**src/design/pal_pkg.sv**
```systemverilog
// Shared types and constants of the positional array list.
package pal_pkg;

  // Fixed widths of the word fields.
  localparam int unsigned CMD_W    = 3;
  localparam int unsigned POS_W    = 5;
  localparam int unsigned VALUE_W  = 32;
  localparam int unsigned STATUS_W = 2;
  localparam int unsigned COUNT_W  = 5;

  // Command codes.
  typedef enum logic [CMD_W-1:0] {
    CMD_INSERT = 3'd0,
    CMD_DELETE = 3'd1,
    CMD_UPDATE = 3'd2,
    CMD_READ   = 3'd3,
    CMD_CLEAR  = 3'd4
  } cmd_e;

  // Status codes.
  typedef enum logic [STATUS_W-1:0] {
    STATUS_OK    = 2'd0,
    STATUS_RANGE = 2'd1,
    STATUS_FULL  = 2'd2
  } status_e;

  // Operation broadcast along the cell row.
  typedef enum logic [1:0] {
    CELL_INSERT = 2'd0,
    CELL_DELETE = 2'd1,
    CELL_UPDATE = 2'd2,
    CELL_CLEAR  = 2'd3
  } cell_op_e;

  // Control word that every cell sees in the same cycle.
  typedef struct packed {
    logic             en;
    cell_op_e         op;
    logic [POS_W-1:0] slot;
  } cell_ctrl_t;

endpackage

```
**src/design/pal_in_if.sv**
```systemverilog
// Command channel of the positional array list.
interface pal_in_if;
  logic                        valid;
  logic                        ready;
  logic [pal_pkg::CMD_W-1:0]   cmd;
  logic [pal_pkg::POS_W-1:0]   position;
  logic [pal_pkg::VALUE_W-1:0] value;

  modport source (output valid, output cmd, output position, output value, input ready);
  modport sink   (input valid, input cmd, input position, input value, output ready);
endinterface

```
**src/design/pal_out_if.sv**
```systemverilog
// Result channel of the positional array list.
interface pal_out_if;
  logic                         valid;
  logic                         ready;
  logic [pal_pkg::STATUS_W-1:0] status;
  logic [pal_pkg::VALUE_W-1:0]  element;
  logic [pal_pkg::COUNT_W-1:0]  count;

  modport source (output valid, output status, output element, output count, input ready);
  modport sink   (input valid, input status, input element, input count, output ready);
endinterface

```
**src/design/pal_cell.sv**
```systemverilog
// One storage cell of the list: holds one entry and trades it with its neighbors.
module pal_cell #(
  parameter int unsigned INDEX  = 0,
  parameter int unsigned DATA_W = 32
) (
  input  logic                clk_i,
  input  logic                rst_ni,
  input  pal_pkg::cell_ctrl_t ctrl_i,
  input  logic [DATA_W-1:0]   value_i,
  input  logic [DATA_W-1:0]   left_i,
  input  logic [DATA_W-1:0]   right_i,
  output logic [DATA_W-1:0]   data_o,
  output logic [DATA_W-1:0]   read_o
);
  import pal_pkg::*;

  // Own place compared with the selected slot; places past the slot field are always above.
  localparam bit               INDEX_HIGH = (INDEX >= (1 << POS_W));
  localparam logic [POS_W-1:0] INDEX_LO   = POS_W'(INDEX % (1 << POS_W));

  logic              at_slot;
  logic              above_slot;
  logic [DATA_W-1:0] data_d;
  logic [DATA_W-1:0] data_q;

  assign at_slot    = !INDEX_HIGH && (INDEX_LO == ctrl_i.slot);
  assign above_slot = INDEX_HIGH || (INDEX_LO > ctrl_i.slot);

  // Next entry: load, take from a neighbor, clear or hold.
  always_comb begin
    data_d = data_q;
    if (ctrl_i.en) begin
      case (ctrl_i.op)
        CELL_INSERT: begin
          if (at_slot) begin
            data_d = value_i;
          end else if (above_slot) begin
            data_d = left_i;
          end
        end
        CELL_DELETE: begin
          if (at_slot || above_slot) begin
            data_d = right_i;
          end
        end
        CELL_UPDATE: begin
          if (at_slot) begin
            data_d = value_i;
          end
        end
        CELL_CLEAR: begin
          data_d = '0;
        end
        default: begin
          data_d = data_q;
        end
      endcase
    end
  end

  always_ff @(posedge clk_i or negedge rst_ni) begin
    if (!rst_ni) begin
      data_q <= '0;
    end else begin
      data_q <= data_d;
    end
  end

  assign data_o = data_q;
  // Only the selected cell drives its entry onto the read bus.
  assign read_o = at_slot ? data_q : '0;

endmodule

```
**src/design/positional_array_list.sv**
```systemverilog
// Positional array list: a row of entry cells with a shared command decoder.
// Each result word is registered and appears in the cycle after its command word is accepted.
// Throughput: one command word per cycle while each result word is taken; every cell shifts in parallel.
// The result register frees the input as soon as its word is taken.
// Reset clears every entry to zero and the length to zero, at once.
module positional_array_list #(
  parameter int unsigned CAPACITY   = 16,
  parameter int unsigned DATA_WIDTH = 32
) (
  input  logic             clk_i,
  input  logic             rst_ni,
  pal_in_if.sink           in_i,
  pal_out_if.source        out_o
);
  import pal_pkg::*;

  // Entries keep no more bits than the value field carries.
  localparam int unsigned DATA_W = (DATA_WIDTH < VALUE_W) ? DATA_WIDTH : VALUE_W;
  localparam int unsigned FILL_W = $clog2(CAPACITY + 1);
  localparam int unsigned CMP_W  = ((FILL_W > POS_W) ? FILL_W : POS_W) + 1;

  logic [FILL_W-1:0] fill_q;
  logic [FILL_W-1:0] fill_d;
  logic              accept;
  logic [CMP_W-1:0]  pos_c;
  logic [CMP_W-1:0]  fill_c;
  logic              pos_zero;
  logic              ins_bad;
  logic              acc_bad;
  logic              full;
  logic [DATA_W-1:0] value_m;
  logic [DATA_W-1:0] sel_data;
  cell_ctrl_t        ctrl;
  status_e           status_d;
  logic              take_elem;
  logic [DATA_W-1:0] element_d;

  logic                out_valid_q;
  logic [STATUS_W-1:0] status_q;
  logic [VALUE_W-1:0]  element_q;
  logic [COUNT_W-1:0]  count_q;

  logic [DATA_W-1:0] cell_data [CAPACITY];
  logic [DATA_W-1:0] cell_read [CAPACITY];

  // Handshake on the command side.
  assign in_i.ready = !out_valid_q || out_o.ready;
  assign accept     = in_i.valid && in_i.ready;

  // Position checks against the current length.
  assign pos_c    = CMP_W'(in_i.position);
  assign fill_c   = CMP_W'(fill_q);
  assign pos_zero = (in_i.position == '0);
  assign ins_bad  = pos_zero || (pos_c > (fill_c + CMP_W'(1)));
  assign acc_bad  = pos_zero || (pos_c > fill_c);
  assign full     = (fill_q == FILL_W'(CAPACITY));
  assign value_m  = DATA_W'(in_i.value);

  // Command decode into the broadcast control word and the result.
  always_comb begin
    ctrl.en   = 1'b0;
    ctrl.op   = CELL_UPDATE;
    ctrl.slot = in_i.position - POS_W'(1);
    status_d  = STATUS_OK;
    take_elem = 1'b0;
    fill_d    = fill_q;
    case (in_i.cmd)
      CMD_INSERT: begin
        if (ins_bad) begin
          status_d = STATUS_RANGE;
        end else if (full) begin
          status_d = STATUS_FULL;
        end else begin
          ctrl.en = accept;
          ctrl.op = CELL_INSERT;
          fill_d  = fill_q + FILL_W'(1);
        end
      end
      CMD_DELETE: begin
        if (acc_bad) begin
          status_d = STATUS_RANGE;
        end else begin
          ctrl.en   = accept;
          ctrl.op   = CELL_DELETE;
          take_elem = 1'b1;
          fill_d    = fill_q - FILL_W'(1);
        end
      end
      CMD_UPDATE: begin
        if (acc_bad) begin
          status_d = STATUS_RANGE;
        end else begin
          ctrl.en = accept;
          ctrl.op = CELL_UPDATE;
        end
      end
      CMD_READ: begin
        if (acc_bad) begin
          status_d = STATUS_RANGE;
        end else begin
          take_elem = 1'b1;
        end
      end
      CMD_CLEAR: begin
        ctrl.en = accept;
        ctrl.op = CELL_CLEAR;
        fill_d  = '0;
      end
      default: begin
        status_d = STATUS_OK;
      end
    endcase
  end

  // Returned entry: the selected cell for a good delete or read, else zero.
  assign element_d = take_elem ? sel_data : '0;

  // The row of cells; the top cell pulls in zero on a delete.
  for (genvar k = 0; k < CAPACITY; k++) begin : g_cell
    logic [DATA_W-1:0] left_w;
    logic [DATA_W-1:0] right_w;

    if (k == 0) begin : g_first
      assign left_w = '0;
    end else begin : g_mid_l
      assign left_w = cell_data[k-1];
    end
    if (k == CAPACITY - 1) begin : g_last
      assign right_w = '0;
    end else begin : g_mid_r
      assign right_w = cell_data[k+1];
    end

    pal_cell #(
      .INDEX  (k),
      .DATA_W (DATA_W)
    ) u_cell (
      .clk_i   (clk_i),
      .rst_ni  (rst_ni),
      .ctrl_i  (ctrl),
      .value_i (value_m),
      .left_i  (left_w),
      .right_i (right_w),
      .data_o  (cell_data[k]),
      .read_o  (cell_read[k])
    );
  end

  // Read bus: at most one cell drives a nonzero entry.
  always_comb begin
    sel_data = '0;
    for (int k = 0; k < CAPACITY; k++) begin
      sel_data = sel_data | cell_read[k];
    end
  end

  // Length and result register.
  always_ff @(posedge clk_i or negedge rst_ni) begin
    if (!rst_ni) begin
      fill_q      <= '0;
      out_valid_q <= 1'b0;
      status_q    <= '0;
      element_q   <= '0;
      count_q     <= '0;
    end else begin
      if (accept) begin
        fill_q      <= fill_d;
        out_valid_q <= 1'b1;
        status_q    <= status_d;
        element_q   <= VALUE_W'(element_d);
        count_q     <= COUNT_W'(fill_d);
      end else if (out_o.ready) begin
        out_valid_q <= 1'b0;
      end
    end
  end

  assign out_o.valid   = out_valid_q;
  assign out_o.status  = status_q;
  assign out_o.element = element_q;
  assign out_o.count   = count_q;

endmodule
```
**src/flat_wrapper.sv**
```systemverilog
// flat-port wrapper written by rule: the top's interface ports become plain ports
module positional_array_list_flat import pal_pkg::*;
#(
  parameter int unsigned CAPACITY   = 16,
  parameter int unsigned DATA_WIDTH = 32
)
  (clk_i, rst_ni, in_i_valid, in_i_cmd, in_i_position, in_i_value, in_i_ready, out_o_valid, out_o_status, out_o_element, out_o_count, out_o_ready);
  pal_in_if in_i_i ();
  pal_out_if out_o_i ();
  input  logic clk_i;
  input  logic rst_ni;
  input wire logic [$bits(in_i_i.valid)-1:0] in_i_valid;
  input wire logic [$bits(in_i_i.cmd)-1:0] in_i_cmd;
  input wire logic [$bits(in_i_i.position)-1:0] in_i_position;
  input wire logic [$bits(in_i_i.value)-1:0] in_i_value;
  output wire logic [$bits(in_i_i.ready)-1:0] in_i_ready;
  output wire logic [$bits(out_o_i.valid)-1:0] out_o_valid;
  output wire logic [$bits(out_o_i.status)-1:0] out_o_status;
  output wire logic [$bits(out_o_i.element)-1:0] out_o_element;
  output wire logic [$bits(out_o_i.count)-1:0] out_o_count;
  input wire logic [$bits(out_o_i.ready)-1:0] out_o_ready;
  assign in_i_i.valid = in_i_valid;
  assign in_i_i.cmd = in_i_cmd;
  assign in_i_i.position = in_i_position;
  assign in_i_i.value = in_i_value;
  assign in_i_ready = in_i_i.ready;
  assign out_o_valid = out_o_i.valid;
  assign out_o_status = out_o_i.status;
  assign out_o_element = out_o_i.element;
  assign out_o_count = out_o_i.count;
  assign out_o_i.ready = out_o_ready;
  positional_array_list #(.CAPACITY(CAPACITY), .DATA_WIDTH(DATA_WIDTH)) u_core (.clk_i(clk_i), .rst_ni(rst_ni), .in_i(in_i_i), .out_o(out_o_i));
endmodule
```
**config.mk**
```make
export PLATFORM = sky130hd
export DESIGN_NAME = positional_array_list_flat
export DESIGN_NICKNAME = d
export VERILOG_FILES = /design/src/design/pal_pkg.sv /design/src/design/pal_in_if.sv /design/src/design/pal_out_if.sv /design/src/design/pal_cell.sv /design/src/design/positional_array_list.sv /design/src/flat_wrapper.sv
export SDC_FILE = /design/constraint.sdc
export NUM_CORES = 2
export LEC_CHECK = 0
export BUFFER_PORTS_ARGS = -buffer_cell sky130_fd_sc_hd__buf_2
export CAP_MARGIN = 10
export CORE_MARGIN = 4
export CORE_UTILIZATION = 60
export CTS_BUF_LIST = sky130_fd_sc_hd__clkbuf_2 sky130_fd_sc_hd__clkbuf_4 sky130_fd_sc_hd__clkbuf_8
export DETAILED_ROUTE_END_ITERATION = 10
export PLACE_DENSITY = 0.8
export SLEW_MARGIN = 5
export SYNTH_ARGS = -nofsm -noshare
export SYNTH_HDL_FRONTEND = slang
export SYNTH_HIERARCHICAL = 1
export SYNTH_SLANG_ARGS = --single-unit
```
**constraint.sdc**
```tcl
create_clock -name clk_i -period 5.4 [get_ports clk_i]
set_input_delay 0.27 -clock clk_i [delete_from_list [all_inputs] [get_ports clk_i]]
set_output_delay 0.27 -clock clk_i [all_outputs]
set_load 0.02 [all_outputs]
```
# Word level (Yosys, flattened, before mapping)
# Index checks and enable logic that the tools add are counted.
[word_totals]
regBits = 552
input_bits = 44
output_inout_bits = 41
[classes]
n_addsub = 4
order_cmp = 18
eq_ne = 74
muxes = 114
n_bitwise = 15
n_reduce_logical = 46
[op_table]
columns = ["operator", "count"]
rows = [
  ["32-bit 2-to-1 mux", 81],
  ["32-bit case mux with 4 select lines", 16],
  ["32-bit OR", 15],
  ["2-bit inequality test, second input constant", 35],
  ["4-bit AND reduction", 16],
  ["3-bit inequality test, second input constant", 16],
  ["4-bit by 5-bit equality test with 1-bit output, first input constant", 8],
  ["4-bit by 5-bit > comparator with 1-bit output, first input constant", 8],
  ["3-bit by 5-bit equality test with 1-bit output, first input constant", 4],
  ["3-bit by 5-bit > comparator with 1-bit output, first input constant", 4],
  ["1-bit logical OR", 19],
  ["5-bit 2-to-1 mux", 3],
  ["5-bit case mux with 3 select lines", 1],
  ["3-bit 2-to-1 mux", 4],
  ["3-bit case mux with 4 select lines", 1],
  ["2-bit by 5-bit equality test with 1-bit output, first input constant", 2],
  ["1-bit by 5-bit > comparator with 1-bit output, first input constant", 2],
  ["2-bit by 5-bit > comparator with 1-bit output, first input constant", 2],
  ["5-bit zero test", 2],
  ["5-bit by 1-bit subtractor with 5-bit output, second input constant", 2],
  ["5-bit by 1-bit adder with 6-bit output, second input constant", 1],
  ["3-bit by 2-bit equality test with 1-bit output, second input constant", 2],
  ["5-bit by 6-bit > comparator with 1-bit output", 1],
  ["5-bit by 1-bit adder with 5-bit output, second input constant", 1],
  ["19 further kinds", 25],
]

# Longest topological paths before layout
[logic_depth]
word_depth = 19
mapped_depth = 17
ltp_nobuf = 14

# Cells and area by module
# Netlist, hierarchy kept.
[modules_own_cells]
columns = ["module", "n_inst", "cells_per_inst", "area_each_um2", "seq_area_each_um2"]
rows = [
  ["positional_array_list", 1, 419, 3250.6, 1001.0],
  ["pal_cell at u_core.g_cell[4].u_cell", 1, 309, 2752.6, 800.8],
  ["pal_cell at u_core.g_cell[11].u_cell", 1, 274, 2745.1, 800.8],
  ["pal_cell at u_core.g_cell[12].u_cell", 1, 309, 2611.3, 800.8],
  ["pal_cell at u_core.g_cell[5].u_cell", 1, 344, 2592.5, 800.8],
  ["pal_cell at u_core.g_cell[15].u_cell", 1, 303, 2580.0, 800.8],
  ["pal_cell at u_core.g_cell[3].u_cell", 1, 309, 2562.5, 800.8],
  ["pal_cell at u_core.g_cell[9].u_cell", 1, 301, 2514.9, 800.8],
  ["pal_cell at u_core.g_cell[6].u_cell", 1, 329, 2507.4, 800.8],
  ["pal_cell at u_core.g_cell[1].u_cell", 1, 300, 2418.6, 800.8],
  ["pal_cell at u_core.g_cell[7].u_cell", 1, 306, 2379.8, 800.8],
  ["pal_cell at u_core.g_cell[14].u_cell", 1, 239, 2357.3, 800.8],
  ["pal_cell at u_core.g_cell[0].u_cell", 1, 242, 2353.5, 800.8],
  ["pal_cell at u_core.g_cell[13].u_cell", 1, 261, 2234.6, 800.8],
  ["+3 rows", "-", "-", "-", "-"],
]

# Worst setup path after synthesis
# No wires, ideal clock.
[synth_path]
path_kind = "input to register"
start = "input port in_i_position[0]"
end = "register u_core.g_cell[4].u_cell.data_q[19]"
setup_ns = 0.125
t_arrival_ns = 5.516
required_time_ns = 5.275
path_slack_ns = -0.240
cell_stages = 11
n_path_buf = 3
cell_sequence = "inv_1 ha_1 nor2_1 o2111ai_1 clkbuf_1 a21oi_1 buf_2 clkbuf_1 a2111oi_0 a311o_1 mux2_2"
[synth_rtl]
columns = ["element", "line", "text"]
rows = [
  ["start, declared", "flat_wrapper.sv:14", "input wire logic [$bits(in_i_i.position)-1:0] in_i_position;"],
  ["end signal, assigned", "pal_cell.sv:65", "data_q <= data_d;"],
  ["end, declared", "pal_cell.sv:24", "logic [DATA_W-1:0] data_q;"],
]

==> out/metrics.yaml <==
cp-end-kind: "register"
avgSynthCellArea_um2: 8.51
fin_util_pct: 64.9
rsz0062_at_grt: "no"
clkTransAtPathRegs_ns: 0.06
nNetsFinal: 4888
ys_async_sr_fraction_pct: 100
vias: 43400
synth.distinct_cells: 123
clock_path_buffers: 3
syn2layout_area_growth_pct: 7.31
outcome: "completed"
dr.pass1.iters: 9
ant_nets: 0
final.setup.tns_ns: 0
cts_setup_buffers: 0
critPathArrivalTime_ns: 5.42
root_buffer: "clkbuf_8"
maxSlewViolCount: 0
start_util_pct: 60.5
syn-cell-area_um2: 42300
powerDensity_nw_per_um2: 427
rows: 97
max_slew_margin_pct: 17.4
place.gp.congestion: 0.947
first_iter_violations: 7098
ys_seq_area_share_pct: 32.7
wl_per_cell_um: 26.2
grt_pass1_vias: 40400
synthCells: 4972
htree_num_levels: 3
wl_mm: 153
finalCriticalPeriod_ns: 4.82
die_h_um: 274
fin_crit_sh_pct: 89.3
worst-setup-path-type: "reg2reg"
cts_sinks: 552
die-area_um2: 74800
synth_edf_count: 0
grt_use_total_pct: 39.2
grt_overflow: 0
setup_violations: 0
hold_viol_final: 0
p_leak_nw: 19.2
crit_slowest_cell: "o21ai_2"
port_buffers: 84
fmaxAchievable_mhz: 207
io_pins: 85
synth_top_flop_cell: "dfrtp_1"
core-area_um2: 69900
crit_chain: "ha_1, nand3_1, xnor2_1, ha_1, nand3_1, o21bai_1, a31oi_2, nor4_1, a21oi_1, or3_4, buf_12, o21ai_2, nor2_2, buf_4, o32a_1"
insertion_delay_ns: 0.73
antenna_found_initial: 21
numCtsBuffers: 100
ys_ff_latch: 552
dp_hpwl_mm: 102
path_delay_family: "compound AO/OA/AOI/OAI gates"
critPathLaunchType: "register"
cts_tree: "built"
hp-class: "in2async"
grt_max_degree: 171
path_buf_inv: 2
slowest_delay_ns: 0.80
max-cap-violations: 0
drive_gt1_share_pct: 15.4
skew_ns: 0.0250
synth.yosys.warnings: 6
drt-vias-per-instance: 7.42
die_w_um: 274
peakVddDrop_mv: 0.192
dp.cells: 5659
post-route-drc-count: 0
crit_required_ns: 5.99
worst_pin_slew_ns: 1.24
fin_cells: 5856
cp_max_fo: 51
grt_pass1_wl_mm: 238
[cells in the mapped netlist, types with 61 or more instances]
master       n  area, µm²
clkbuf_1   324       1220
a2bb2oi_1   71        622
and3_1     293       1830
dfrtp_1    552      13800
a211oi_1   101        758
a21oi_1    217       1090
nand2_1    367       1380
o2bb2ai_1   61        534
and2_1     140        876
a32oi_1     65        569
o32a_1      64        641
nor3_1      72        360
a31oi_1    221       1380
o22a_1      61        534
nor2_1     249        935
and4_1      98        858
mux2i_1     70        701
nand4_1     67        419
o21ai_0    176        881
a221oi_1    66        578
nor4_1     193       1210
buf_2      130        651
inv_1      274       1030
[registers in the layout, indices dropped and copies added, names as in the netlist]
signal	flops
u_core/out_o.valid	1
u_core/out_o.status	2
u_core/g_cell.u_cell/data_o	512
u_core/out_o.count	5
u_core/out_o.element	32
[cell families after synthesis]
group | count (synthesis) | share of synthesized area (%)
other | 1 | 0.00887
DFF | 552 | 32.7
muxes | 138 | 3.48
adders and majority gates | 17 | 0.521
AOI/OAI and AO/OA | 1669 | 30.1
buffers and inverters | 850 | 9.51
xor gates and xnor gates | 10 | 0.207
and+or+nand+nor | 1735 | 23.6
[timing repair]
item	CTS	global route
hold endpoints to repair	78	0
resized for setup	0	0
hold buffers	5	0
[metrics by stage]
stage	setup slack (ns)	power, mW	area (µm²)	hold slack [ns]
global placement	0.780	14.4	43100	0.200
global route	0.336	20.3	45400	0.0833
CTS	0.696	19.0	45300	0.0266
floorplan	0.748	12.2	42400	-0.0256
finish	0.575	19.4	45400	0.0495
detailed placement	0.713	14.6	43100	0.201
[metal layers]
metal | up-vias | global-route usage (%) | wire, µm
met2 | 3419 | 59.5 | 67100
li1 | 18700 | - | -
met1 | 20700 | 51.6 | 57600
met5 | - | 0 | 118
met4 | 16 | 18.0 | 7030
met3 | 651 | 11.9 | 21200
[layout by cell type, fill, tap and decap left out, types with 131 or more instances in the layout]
cell,count
a21oi_1,216
a31oi_1,221
and2_1,139
and3_1,292
buf_4,184
clkbuf_8,131
dfrtp_1,552
inv_1,272
nand2_1,366
nor2_1,238
nor4_1,193
o21ai_0,175
[power breakdown]
part           internal [mW]  total [mW]  switching (mW)  leakage [nW]
sequential              6.08        8.48            2.40          6.61
combinational           2.71        6.52            3.81          11.4
clock                   2.47        4.40            1.93          1.16
[final timing paths]
path / from / end / slack (ns) / depth (start not counted)
max: u_core/out_o.count[1]$_DFFE_PN0P_ / u_core/g_cell[5].u_cell/data_o[8]$_DFFE_PN0P_ / 0.58 / 15
min: rst_ni / u_core/g_cell[15].u_cell/data_o[7]$_DFFE_PN0P_ / 0.05 / 2
max reg2reg: u_core/out_o.count[1]$_DFFE_PN0P_ / u_core/g_cell[5].u_cell/data_o[8]$_DFFE_PN0P_ / 0.58 / 15
min reg2reg: u_core/out_o.status[1]$_DFFE_PN0P_ / u_core/out_o.status[1]$_DFFE_PN0P_ / 0.47 / 2
max in group asynchronous: rst_ni / u_core/g_cell[15].u_cell/data_o[2]$_DFFE_PN0P_ / 3.97 / 3
min in group clk_i: in_i_cmd[1] / u_core/out_o.status[0]$_DFFE_PN0P_ / 0.07 / 3
[final cells by class]
class	count	area [µm²]
fill	5779	24500
clock inverter	21	193
inverter	277	1040
timing repair buffer	295	2290
antenna	15	37.5
sequential	552	13800
tap	940	1180
multi-input combinational	3601	24900
clock buffer	155	1980
No activity file was read; power rests on OpenSTA's default activity.
